==> config.mk <==
export PLATFORM = sky130hd
export DESIGN_NAME = touch_wheel_gesture_decoder_unit
export DESIGN_NICKNAME = d
export VERILOG_FILES = /design/src/design/twgd_pkg.sv /design/src/design/twgd_cordic_lane.sv /design/src/design/twgd_datapath.sv /design/src/design/twgd_ctrl.sv /design/src/design/touch_wheel_gesture_decoder_unit.sv
export SDC_FILE = /design/constraint.sdc
export NUM_CORES = 2
export LEC_CHECK = 0
export BUFFER_PORTS_ARGS = -buffer_cell sky130_fd_sc_hd__buf_2
export CORE_MARGIN = 2
export CORE_UTILIZATION = 39
export CTS_CLUSTER_DIAMETER = 200
export CTS_CLUSTER_SIZE = 40
export DETAILED_ROUTE_END_ITERATION = 10
export PLACE_DENSITY_LB_ADDON = 0.25
export SLEW_MARGIN = 20
export SYNTH_ARGS = -nofsm -noshare
export SYNTH_HDL_FRONTEND = slang
export SYNTH_HIERARCHICAL = 1
export SYNTH_SLANG_ARGS = --single-unit
==> constraint.sdc <==
create_clock -name aclk -period 13.47 [get_ports aclk]
set_input_delay 0 -clock aclk [delete_from_list [all_inputs] [get_ports aclk]]
set_output_delay 0 -clock aclk [all_outputs]
set_load 0.005 [all_outputs]
==> src/design/twgd_pkg.sv <==
package twgd_pkg;

    // Binary-angle resolution and CORDIC depth.
    localparam int ANGLE_BITS   = 16;
    localparam int CORDIC_STEPS = 16;
    localparam int TABLE_LEN    = 24;
    localparam int CORDIC_N     = (CORDIC_STEPS < TABLE_LEN) ? CORDIC_STEPS : TABLE_LEN;
    localparam int CNT_W        = $clog2(CORDIC_N);
    localparam int ANGLE_SHIFT  = 32 - ANGLE_BITS;

    // CORDIC vector word: 9-bit pixel offset with 16 fraction bits plus gain headroom.
    localparam int CORDIC_FRAC  = 16;
    localparam int CW           = 28;

    localparam longint unsigned TURN = longint'(1) << ANGLE_BITS;
    localparam logic [ANGLE_BITS-1:0] ANG_HALF = ANGLE_BITS'(TURN / 2);
    localparam logic [ANGLE_BITS-1:0] ANG_20   = ANGLE_BITS'(TURN / 18);
    localparam logic [ANGLE_BITS-1:0] ANG_200  = ANGLE_BITS'(TURN * 5 / 9);
    localparam logic [ANGLE_BITS-1:0] ANG_340  = ANGLE_BITS'(TURN - TURN / 18);

    localparam logic [4:0] CENTER_LIMIT = 5'd30;
    localparam logic [4:0] BUTTON_LIMIT = 5'd20;

    // Event bit positions in the sticky flag word.
    localparam int EV_STEP_RIGHT  = 0;
    localparam int EV_STEP_LEFT   = 1;
    localparam int EV_TAP_CENTER  = 2;
    localparam int EV_TAP_MENU    = 3;
    localparam int EV_TAP_FORWARD = 4;
    localparam int EV_TAP_REWIND  = 5;
    localparam int EV_TAP_PLAY    = 6;
    localparam int EV_W           = 7;

    // Configuration register indexes.
    localparam logic [3:0] CFG_CENTER_X     = 4'd0;
    localparam logic [3:0] CFG_CENTER_Y     = 4'd1;
    localparam logic [3:0] CFG_OUTER_RADIUS = 4'd2;
    localparam logic [3:0] CFG_INNER_RADIUS = 4'd3;
    localparam logic [3:0] CFG_MENU_POS     = 4'd4;
    localparam logic [3:0] CFG_FORWARD_POS  = 4'd5;
    localparam logic [3:0] CFG_REWIND_POS   = 4'd6;
    localparam logic [3:0] CFG_PLAY_POS     = 4'd7;

    localparam logic [7:0]  RST_CENTER_X     = 8'd128;
    localparam logic [7:0]  RST_CENTER_Y     = 8'd96;
    localparam logic [7:0]  RST_OUTER_RADIUS = 8'd80;
    localparam logic [7:0]  RST_INNER_RADIUS = 8'd30;
    localparam logic [15:0] RST_MENU_POS     = 16'd51456;
    localparam logic [15:0] RST_FORWARD_POS  = 16'd55;
    localparam logic [15:0] RST_REWIND_POS   = 16'd201;
    localparam logic [15:0] RST_PLAY_POS     = 16'd14080;

    // atan(2^-i) in 2^32 units per turn.
    localparam logic [31:0] ATAN_TURN32 [TABLE_LEN] = '{
        32'h20000000, 32'h12E4051D, 32'h09FB385B, 32'h051111D4, 32'h028B0D43, 32'h0145D7E1,
        32'h00A2F61E, 32'h00517C55, 32'h0028BE53, 32'h00145F2F, 32'h000A2F98, 32'h000517CC,
        32'h00028BE6, 32'h000145F3, 32'h0000A2F9, 32'h0000517C, 32'h000028BE, 32'h0000145F,
        32'h00000A2F, 32'h00000517, 32'h0000028B, 32'h00000145, 32'h000000A2, 32'h00000051
    };

    // Round the table entry to the angle resolution.
    function automatic logic [ANGLE_BITS-1:0] atan_step(input logic [CNT_W-1:0] idx);
        logic [32:0] sum;
        sum = {1'b0, ATAN_TURN32[idx]} + (33'd1 << (ANGLE_SHIFT - 1));
        return sum[ANGLE_SHIFT +: ANGLE_BITS];
    endfunction

    typedef struct packed {
        logic load;     // capture the accepted sample
        logic prep;     // press start, squares
        logic resolve;  // ring test, ring entry, tap test, load CORDIC lanes
        logic iterate;  // one CORDIC micro-rotation
        logic turn;     // step decision
        logic emit;     // write the result beat, update previous point
    } cmd_t;

    typedef struct packed {
        logic need_turn;
        logic cordic_last;
        logic out_free;
    } status_t;

endpackage

==> src/design/twgd_cordic_lane.sv <==
module twgd_cordic_lane (
    input  logic                                aclk,
    input  logic                                load,
    input  logic                                advance,
    input  logic [twgd_pkg::CNT_W-1:0]          step,
    input  logic signed [8:0]                   vec_x,
    input  logic signed [8:0]                   vec_y,
    output logic [twgd_pkg::ANGLE_BITS-1:0]     angle
);

    logic signed [twgd_pkg::CW-1:0]    x_reg, y_reg, x_next, y_next;
    logic [twgd_pkg::ANGLE_BITS-1:0]   z_reg, z_next;

    always_comb begin
        logic signed [twgd_pkg::CW-1:0]  x_load, y_load, x_sh, y_sh;
        logic [twgd_pkg::ANGLE_BITS-1:0] t;
        x_load = {{(twgd_pkg::CW - 9 - twgd_pkg::CORDIC_FRAC){vec_x[8]}}, vec_x,
                  {twgd_pkg::CORDIC_FRAC{1'b0}}};
        y_load = {{(twgd_pkg::CW - 9 - twgd_pkg::CORDIC_FRAC){vec_y[8]}}, vec_y,
                  {twgd_pkg::CORDIC_FRAC{1'b0}}};
        x_sh   = x_reg >>> step;
        y_sh   = y_reg >>> step;
        t      = twgd_pkg::atan_step(step);
        x_next = x_reg;
        y_next = y_reg;
        z_next = z_reg;
        if (load) begin
            // Fold the left half plane over by half a turn.
            if (vec_x[8]) begin
                x_next = -x_load;
                y_next = -y_load;
                z_next = twgd_pkg::ANG_HALF;
            end else begin
                x_next = x_load;
                y_next = y_load;
                z_next = '0;
            end
        end else if (advance) begin
            if (!y_reg[twgd_pkg::CW-1]) begin
                x_next = x_reg + y_sh;
                y_next = y_reg - x_sh;
                z_next = z_reg + t;
            end else begin
                x_next = x_reg - y_sh;
                y_next = y_reg + x_sh;
                z_next = z_reg - t;
            end
        end
    end

    always_ff @(posedge aclk) begin
        x_reg <= x_next;
        y_reg <= y_next;
        z_reg <= z_next;
    end

    assign angle = z_reg;

endmodule

==> src/design/twgd_datapath.sv <==
module twgd_datapath (
    input  logic                          aclk,
    input  logic                          aresetn,
    input  twgd_pkg::cmd_t                cmd,
    output twgd_pkg::status_t             sts,
    input  logic                          in_touching,
    input  logic [7:0]                    in_touch_x,
    input  logic [7:0]                    in_touch_y,
    input  logic                          in_take_status,
    input  logic                          cfg_write,
    input  logic [3:0]                    cfg_index,
    input  logic [15:0]                   cfg_data,
    input  logic                          out_ready,
    output logic                          out_valid,
    output logic [twgd_pkg::EV_W-1:0]     out_events
);

    // Configuration registers.
    logic [7:0]  center_x_reg, center_y_reg, outer_radius_reg, inner_radius_reg;
    logic [15:0] menu_pos_reg, forward_pos_reg, rewind_pos_reg, play_pos_reg;

    // Captured sample and ring-test terms.
    logic               pen_reg, take_reg;
    logic signed [8:0]  px_reg, py_reg;
    logic [15:0]        sq_x_reg, sq_y_reg, outer_sq_reg, inner_sq_reg;

    // Gesture state.
    logic signed [8:0]  anchor_x_reg, anchor_y_reg, previous_x_reg, previous_y_reg;
    logic               in_ring_reg, has_moved_reg, pen_was_down_reg;
    logic [twgd_pkg::EV_W-1:0] pending_reg;

    logic                          out_valid_reg;
    logic [twgd_pkg::EV_W-1:0]     out_events_reg;
    logic [twgd_pkg::CNT_W-1:0]    step_reg;

    logic [twgd_pkg::ANGLE_BITS-1:0] angle_cur, angle_anc, turn_delta;
    logic [16:0]       rad_sq;
    logic              in_window;
    logic signed [8:0] neg_px, neg_py;
    logic [7:0]        abs_px, abs_py;
    logic [twgd_pkg::EV_W-1:0] tap_events;

    function automatic logic near_point(
        input logic signed [8:0] ax,
        input logic signed [8:0] ay,
        input logic signed [8:0] qx,
        input logic signed [8:0] qy,
        input logic [15:0]       pos,
        input logic [4:0]        lim
    );
        logic signed [9:0] bx, by, l, dax, day, dqx, dqy;
        bx  = {{2{pos[7]}}, pos[7:0]};
        by  = {{2{pos[15]}}, pos[15:8]};
        l   = $signed({5'b0, lim});
        dax = {ax[8], ax} - bx;
        day = {ay[8], ay} - by;
        dqx = {qx[8], qx} - bx;
        dqy = {qy[8], qy} - by;
        return (dax < l) && (dax > -l) && (day < l) && (day > -l) &&
               (dqx < l) && (dqx > -l) && (dqy < l) && (dqy > -l);
    endfunction

    always_ff @(posedge aclk) begin
        if (!aresetn) begin
            center_x_reg     <= twgd_pkg::RST_CENTER_X;
            center_y_reg     <= twgd_pkg::RST_CENTER_Y;
            outer_radius_reg <= twgd_pkg::RST_OUTER_RADIUS;
            inner_radius_reg <= twgd_pkg::RST_INNER_RADIUS;
            menu_pos_reg     <= twgd_pkg::RST_MENU_POS;
            forward_pos_reg  <= twgd_pkg::RST_FORWARD_POS;
            rewind_pos_reg   <= twgd_pkg::RST_REWIND_POS;
            play_pos_reg     <= twgd_pkg::RST_PLAY_POS;
        end else if (cfg_write) begin
            unique case (cfg_index)
                twgd_pkg::CFG_CENTER_X:     center_x_reg     <= cfg_data[7:0];
                twgd_pkg::CFG_CENTER_Y:     center_y_reg     <= cfg_data[7:0];
                twgd_pkg::CFG_OUTER_RADIUS: outer_radius_reg <= cfg_data[7:0];
                twgd_pkg::CFG_INNER_RADIUS: inner_radius_reg <= cfg_data[7:0];
                twgd_pkg::CFG_MENU_POS:     menu_pos_reg     <= cfg_data;
                twgd_pkg::CFG_FORWARD_POS:  forward_pos_reg  <= cfg_data;
                twgd_pkg::CFG_REWIND_POS:   rewind_pos_reg   <= cfg_data;
                twgd_pkg::CFG_PLAY_POS:     play_pos_reg     <= cfg_data;
                default: ;
            endcase
        end
    end

    // Sample capture and squares (payload, no reset).
    assign neg_px = -px_reg;
    assign neg_py = -py_reg;
    assign abs_px = px_reg[8] ? neg_px[7:0] : px_reg[7:0];
    assign abs_py = py_reg[8] ? neg_py[7:0] : py_reg[7:0];

    always_ff @(posedge aclk) begin
        if (cmd.load) begin
            pen_reg  <= in_touching;
            take_reg <= in_take_status;
            px_reg   <= $signed({1'b0, in_touch_x}) - $signed({1'b0, center_x_reg});
            py_reg   <= $signed({1'b0, in_touch_y}) - $signed({1'b0, center_y_reg});
        end
        if (cmd.prep) begin
            sq_x_reg     <= {8'b0, abs_px} * {8'b0, abs_px};
            sq_y_reg     <= {8'b0, abs_py} * {8'b0, abs_py};
            outer_sq_reg <= {8'b0, outer_radius_reg} * {8'b0, outer_radius_reg};
            inner_sq_reg <= {8'b0, inner_radius_reg} * {8'b0, inner_radius_reg};
        end
    end

    assign rad_sq    = {1'b0, sq_x_reg} + {1'b0, sq_y_reg};
    assign in_window = (rad_sq <= {1'b0, outer_sq_reg}) && (rad_sq >= {1'b0, inner_sq_reg});

    // Tap classification, first match wins.
    always_comb begin
        tap_events = '0;
        if (near_point(anchor_x_reg, anchor_y_reg, previous_x_reg, previous_y_reg,
                       16'h0000, twgd_pkg::CENTER_LIMIT))
            tap_events[twgd_pkg::EV_TAP_CENTER] = 1'b1;
        else if (near_point(anchor_x_reg, anchor_y_reg, previous_x_reg, previous_y_reg,
                            menu_pos_reg, twgd_pkg::BUTTON_LIMIT))
            tap_events[twgd_pkg::EV_TAP_MENU] = 1'b1;
        else if (near_point(anchor_x_reg, anchor_y_reg, previous_x_reg, previous_y_reg,
                            forward_pos_reg, twgd_pkg::BUTTON_LIMIT))
            tap_events[twgd_pkg::EV_TAP_FORWARD] = 1'b1;
        else if (near_point(anchor_x_reg, anchor_y_reg, previous_x_reg, previous_y_reg,
                            rewind_pos_reg, twgd_pkg::BUTTON_LIMIT))
            tap_events[twgd_pkg::EV_TAP_REWIND] = 1'b1;
        else if (near_point(anchor_x_reg, anchor_y_reg, previous_x_reg, previous_y_reg,
                            play_pos_reg, twgd_pkg::BUTTON_LIMIT))
            tap_events[twgd_pkg::EV_TAP_PLAY] = 1'b1;
    end

    // Two CORDIC lanes share one step counter: current point and anchor.
    always_ff @(posedge aclk) begin
        if (!aresetn) begin
            step_reg <= '0;
        end else if (cmd.resolve) begin
            step_reg <= '0;
        end else if (cmd.iterate) begin
            step_reg <= step_reg + twgd_pkg::CNT_W'(1);
        end
    end

    twgd_cordic_lane u_lane_cur (
        .aclk    (aclk),
        .load    (cmd.resolve),
        .advance (cmd.iterate),
        .step    (step_reg),
        .vec_x   (px_reg),
        .vec_y   (py_reg),
        .angle   (angle_cur)
    );

    twgd_cordic_lane u_lane_anc (
        .aclk    (aclk),
        .load    (cmd.resolve),
        .advance (cmd.iterate),
        .step    (step_reg),
        .vec_x   (anchor_x_reg),
        .vec_y   (anchor_y_reg),
        .angle   (angle_anc)
    );

    assign turn_delta = angle_cur - angle_anc;

    // Gesture state and result register.
    always_ff @(posedge aclk) begin
        if (!aresetn) begin
            anchor_x_reg     <= '0;
            anchor_y_reg     <= '0;
            previous_x_reg   <= '0;
            previous_y_reg   <= '0;
            in_ring_reg      <= 1'b0;
            has_moved_reg    <= 1'b0;
            pen_was_down_reg <= 1'b0;
            pending_reg      <= '0;
            out_valid_reg    <= 1'b0;
        end else begin
            if (cmd.prep && pen_reg && !pen_was_down_reg) begin
                anchor_x_reg     <= px_reg;
                anchor_y_reg     <= py_reg;
                previous_x_reg   <= px_reg;
                previous_y_reg   <= py_reg;
                pen_was_down_reg <= 1'b1;
                has_moved_reg    <= 1'b0;
            end
            if (cmd.resolve) begin
                if (pen_reg) begin
                    if (!in_window) begin
                        in_ring_reg <= 1'b0;
                    end else if (!in_ring_reg) begin
                        in_ring_reg  <= 1'b1;
                        anchor_x_reg <= px_reg;
                        anchor_y_reg <= py_reg;
                    end
                end else begin
                    if (!has_moved_reg && pen_was_down_reg)
                        pending_reg <= pending_reg | tap_events;
                    in_ring_reg      <= 1'b0;
                    pen_was_down_reg <= 1'b0;
                end
            end
            if (cmd.turn) begin
                if (turn_delta > twgd_pkg::ANG_20 && turn_delta < twgd_pkg::ANG_200) begin
                    anchor_x_reg  <= px_reg;
                    anchor_y_reg  <= py_reg;
                    has_moved_reg <= 1'b1;
                    pending_reg[twgd_pkg::EV_STEP_RIGHT] <= 1'b1;
                end else if (turn_delta >= twgd_pkg::ANG_200 &&
                             turn_delta < twgd_pkg::ANG_340) begin
                    anchor_x_reg  <= px_reg;
                    anchor_y_reg  <= py_reg;
                    has_moved_reg <= 1'b1;
                    pending_reg[twgd_pkg::EV_STEP_LEFT] <= 1'b1;
                end
            end
            if (cmd.emit) begin
                previous_x_reg <= px_reg;
                previous_y_reg <= py_reg;
                out_valid_reg  <= 1'b1;
                if (take_reg)
                    pending_reg <= '0;
            end else if (out_ready) begin
                out_valid_reg <= 1'b0;
            end
        end
    end

    always_ff @(posedge aclk) begin
        if (cmd.emit)
            out_events_reg <= take_reg ? pending_reg : '0;
    end

    assign sts.need_turn   = pen_reg && in_window && in_ring_reg;
    assign sts.cordic_last = (step_reg == twgd_pkg::CNT_W'(twgd_pkg::CORDIC_N - 1));
    assign sts.out_free    = !out_valid_reg || out_ready;

    assign out_valid  = out_valid_reg;
    assign out_events = out_events_reg;

endmodule

==> src/design/twgd_ctrl.sv <==
module twgd_ctrl (
    input  logic               aclk,
    input  logic               aresetn,
    input  logic               in_valid,
    output logic               in_ready,
    input  twgd_pkg::status_t  sts,
    output twgd_pkg::cmd_t     cmd
);

    typedef enum logic [2:0] {
        ST_IDLE,
        ST_PREP,
        ST_RING,
        ST_CORDIC,
        ST_TURN,
        ST_FINISH
    } state_t;

    state_t state_reg, state_next;

    always_comb begin
        state_next = state_reg;
        cmd        = '0;
        unique case (state_reg)
            ST_IDLE: begin
                cmd.load = in_valid;
                if (in_valid)
                    state_next = ST_PREP;
            end
            ST_PREP: begin
                cmd.prep   = 1'b1;
                state_next = ST_RING;
            end
            ST_RING: begin
                cmd.resolve = 1'b1;
                state_next  = sts.need_turn ? ST_CORDIC : ST_FINISH;
            end
            ST_CORDIC: begin
                cmd.iterate = 1'b1;
                if (sts.cordic_last)
                    state_next = ST_TURN;
            end
            ST_TURN: begin
                cmd.turn   = 1'b1;
                state_next = ST_FINISH;
            end
            ST_FINISH: begin
                cmd.emit = sts.out_free;
                if (sts.out_free)
                    state_next = ST_IDLE;
            end
            default: state_next = ST_IDLE;
        endcase
    end

    always_ff @(posedge aclk) begin
        if (!aresetn)
            state_reg <= ST_IDLE;
        else
            state_reg <= state_next;
    end

    assign in_ready = (state_reg == ST_IDLE);

endmodule

==> src/design/touch_wheel_gesture_decoder_unit.sv <==
// Touch click-wheel gesture decoder.
// Input stream (s_*): one touch sample per beat. The block tracks the press, measures
// the turn around the wheel ring with two CORDIC lanes and classifies taps on release.
// Output stream (m_*): exactly one beat per sample, carrying the sticky event flags
// when take_status was set on that sample (the flags then clear), all zeros otherwise.
// Configuration channel (cfg_*): register index and data; always ready, write only
// while no sample is in flight.
// Processing: a sample that needs a turn measurement passes the prep, ring, CORDIC,
// turn and finish steps, the CORDIC step running the iterative loop one micro-rotation
// per cycle; any other sample goes from the ring step straight to the finish step.
// Throughput: one sample at a time; s_tready rises again as the result is written
// to the output register, so a new sample can be taken while that beat waits.
// The input stays busy from acceptance until the finish step writes the result.
// Stall: if m_tready is low when a result is ready, hold the sample in the finish
// step until the output register frees; nothing is dropped.
// Reset: aresetn low clears the gesture state, the sticky flags and the output
// register and loads the default wheel geometry.
module touch_wheel_gesture_decoder_unit (
    input  logic        aclk,
    input  logic        aresetn,

    input  logic        s_tvalid,
    output logic        s_tready,
    input  logic [23:0] s_tdata,   // [0] touching, [8:1] touch_x, [16:9] touch_y,
                                   // [17] take_status, [23:18] zero

    output logic        m_tvalid,
    input  logic        m_tready,
    output logic [7:0]  m_tdata,   // [0] step_right, [1] step_left, [2] tap_center,
                                   // [3] tap_menu, [4] tap_forward, [5] tap_rewind,
                                   // [6] tap_play, [7] zero

    input  logic        cfg_valid,
    output logic        cfg_ready,
    input  logic [3:0]  cfg_index,
    input  logic [15:0] cfg_data
);

    twgd_pkg::cmd_t    cmd;
    twgd_pkg::status_t sts;
    logic [twgd_pkg::EV_W-1:0] events;

    // Registers are plain flops; accept a write every cycle.
    assign cfg_ready = 1'b1;

    twgd_ctrl u_ctrl (
        .aclk     (aclk),
        .aresetn  (aresetn),
        .in_valid (s_tvalid),
        .in_ready (s_tready),
        .sts      (sts),
        .cmd      (cmd)
    );

    twgd_datapath u_datapath (
        .aclk           (aclk),
        .aresetn        (aresetn),
        .cmd            (cmd),
        .sts            (sts),
        .in_touching    (s_tdata[0]),
        .in_touch_x     (s_tdata[8:1]),
        .in_touch_y     (s_tdata[16:9]),
        .in_take_status (s_tdata[17]),
        .cfg_write      (cfg_valid && cfg_ready),
        .cfg_index      (cfg_index),
        .cfg_data       (cfg_data),
        .out_ready      (m_tready),
        .out_valid      (m_tvalid),
        .out_events     (events)
    );

    assign m_tdata = {1'b0, events};

    // A sample in flight blocks the next one.
    assert property (@(posedge aclk) disable iff (!aresetn)
        s_tvalid && s_tready |=> !s_tready)
        else $error("input accepted while a sample was in flight");

    // A new result beat only appears at the end of a sample's processing.
    assert property (@(posedge aclk) disable iff (!aresetn)
        $rose(m_tvalid) |-> $past(!s_tready))
        else $error("result beat without an accepted sample");

    // Reset empties the output register.
    assert property (@(posedge aclk)
        !aresetn |=> !m_tvalid)
        else $error("output valid after reset");

endmodule

==> flow_summary.yaml <==
final_layout:
  final_util: 0.412
  area_growth_pct: 4.93
  fin_nets: 6262
  drive_gt1_frac: 0.0697
floorplan:
  die_w_um: 357
  dieArea_mm2: 0.127
  die_h_um: 357
  io_pins: 60
  start_util: 0.393
  num_rows: 129
  core_region_area_mm2: 0.124
setup_path:
  r2r_slack_ns: 6.51
  cp_max_fo: 54
  endpoint_kind: "register"
  r2r-start: "u_datapath/step_reg[0]"
  cp-start-kind: "register"
  cp.arrival_ns: 7.41
  required_ns: 13.92
  timing.critical_path.from: "u_datapath/step_reg[0]"
  critPathKind: "register to register"
  reg2reg_to: "u_datapath/u_lane_anc/x_reg[27]"
  r2r_cells: 17
  endpoint: "u_datapath/u_lane_anc/x_reg[27]"
yosys:
  yosys_warnings: 6
  synth_edf_count: 231
  synthTopCellsByCount: "563 x nand2_1, 499 x ha_1, 465 x nor2_1"
  synth-seq-cells: 381
  yosysUniqueCellTypes: 122
  synth_most_common_cell: "nand2_1"
  synthCells: 5674
  ys.flop_type: "edfxtp_1"
  synthesis.area_mm2: 0.0485
  synth.top_cell.area_share: 0.143
  yosys.area.top_type: "edfxtp_1"
  ys_top_cells_by_area: "edfxtp_1 14%, ha_1 13%, dfxtp_1 6.2%"
  synth_area_per_cell_um2: 8.56
  ys_async_sr_fraction: 0
  seq_area_frac_synth: 0.205
drt:
  first_pass_iters: 6
  wl_um: 134000
  drc: 0
  postRouteAntennaNets: 0
  vias: 41400
  drtIter0Drc: 3010
  viasPerCell: 5.72
  wl_per_cell_um: 18.6
global_routing:
  grtUsageMet3: 0.0128
  antenna_found_initial: 0
  use_met2: 0.347
  grt_pass1_vias: 39000
  grt_max_degree: 103
  grt_pass1_wl_um: 213000
  met1_usage: 0.293
  busiest_layer: "met2"
  gr-usage-all-layers: 0.206
  grt_overflow: 0
timing:
  finalMaxSlewViolations: 0
  fmax_mhz: 144
  slew_headroom: 0.304
  hold_violations: 0
  worst_pin_slew_ns: 1.02
  setup_tns_ns: 0
  setup_viol: 0
  setup_slack_ns: 6.51
  fin_crit_ns: 6.96
  min_period_over_period: 0.517
  rsz0062_at_grt: "false"
  finClkSkew_ns: 0.0220
placed_design:
  port-buffer-count: 51
  dpl_worst_slack_ns: 6.41
  globalplace.congestion: 0.885
  hpwl_um: 100000
power:
  p_per_area_mw_per_mm2: 253
  power_frac_seq: 0.200
  intPower_uw: 6550
  p_leak_uw: 0.0207
  ir_drop_v: 0.000201
  switchingPower_uw: 6360
  p_comb_frac: 0.750
  clkPwrFrac: 0.050
  switching_share: 0.492
cts:
  clk_latency_ns: 0.58
  ctsResizeCount: 0
  cts_made_buffers: 14
  cts_root_buffer: "clkbuf_16"
  clk_pin_slew_ns: 0.16
  cts.sinks: 381
  clockBufferDepth: 3
  cts_tree: "done"
  htree_levels: 1
min_path:
  hold_class: "input pin to register"
  holdPathStages: 3
flow_run:
  drv_cap: 0
status:
  status: "finished clean"
[logic make-up (layout without fill, tap and decap cells)]
kind of cell | Yosys count | in the layout | share of synthesized area
adders and majority gates | 625 | 625 | 0.181
AOI/OAI and AO/OA | 1374 | 1374 | 0.189
buffers and inverters | 610 | 531 | 0.0525
muxes | 318 | 318 | 0.0986
DFF | 381 | 381 | 0.205
other | 3 | 5 | 0.000232
xor gates and xnor gates | 431 | 431 | 0.0780
and+or+nand+nor | 1932 | 1932 | 0.196
[cell type report]
cell class	instances	area (um^2)
fill	12500	72700
multi-input combinational	4684	36100
sequential	381	9950
tap	1637	2050
inverter	381	1430
timing repair buffer	126	941
clock buffer	19	390
clock inverter	5	76.3
antenna	1	2.50
[per-stage QoR]
step / total power (uW) / hold slack (ns) / instances / area [um^2]
2_1_floorplan: 10100 / 0.0989 / 5675 / 48600
3_3_place_gp: 12000 / 0.225 / 7170 / 50100
3_5_place_dp: 12200 / 0.211 / 7170 / 50100
4_1_cts: 12900 / 0.000461 / 7231 / 50900
5_1_grt: 14300 / 0.00183 / 7233 / 50900
6_report: 12900 / 0.0203 / 7234 / 50900
[power by group through the flow]
stage | logic, uW | clock network (uW) | registers (uW)
2_1_floorplan | 7820 | 0 | 2290
3_3_place_gp | 9440 | 0 | 2590
3_5_place_dp | 9570 | 0 | 2590
4_1_cts | 9650 | 682 | 2570
5_1_grt | 10900 | 708 | 2620
6_report | 9690 | 646 | 2580
[cells in the final DEF (no fill, tap or decap), types with 115 or more instances in the layout]
cell type | Yosys | layout
nand2_1 | 563 | 563
fa_1 | 126 | 126
nor2_1 | 465 | 464
o21ai_0 | 274 | 274
ha_1 | 499 | 499
xnor2_1 | 243 | 243
dfxtp_1 | 150 | 146
edfxtp_1 | 231 | 231
xor2_1 | 187 | 187
a21oi_1 | 307 | 307
inv_1 | 375 | 375
nor3_1 | 141 | 140
nand3_1 | 117 | 117
nor2b_1 | 147 | 147
mux2i_1 | 141 | 141
mux4_2 | 115 | 115
[worst min-delay path by stage]
stage	to	slack, ns	start
2_1_floorplan	u_datapath/pen_reg	0.1	s_tdata[0]
3_3_place_gp	u_datapath/take_reg	0.22	s_tdata[17]
3_5_place_dp	u_datapath/take_reg	0.21	s_tdata[17]
4_1_cts	u_datapath/inner_radius_reg[2]	0.0005	cfg_index[1]
5_1_grt	u_datapath/py_reg[6]	0.002	s_tdata[15]
6_report	u_datapath/py_reg[6]	0.02	s_tdata[15]
[routing by layer]
metal	share of wire	routed length (um)
met5	0	0
met4	0.015	2080
met1	0.48	64000
met2	0.46	62100
met3	0.046	6190
[timing repair]
action                    CTS  global route
hold buffers               37             1
buffers inserted            0             0
hold endpoints to repair  117             1
[critical path, cell delays in order (launching register included)]
cell       delay (ns)
dfxtp_4          0.87
buf_4            0.69
buf_4            0.74
mux4_1           0.70
mux2_2           0.32
o21ai_0          0.30
nand2_2          0.23
o41ai_1          0.44
xor2_1           0.20
ha_1             0.31
a21o_1           0.20
a21o_1           0.18
a21oi_1          0.20
o21ai_0          0.13
a2111oi_0        0.60
nor2_1           0.16
o21ai_0          0.28
mux2i_1          0.22
(Power assumes the default switching activity.)
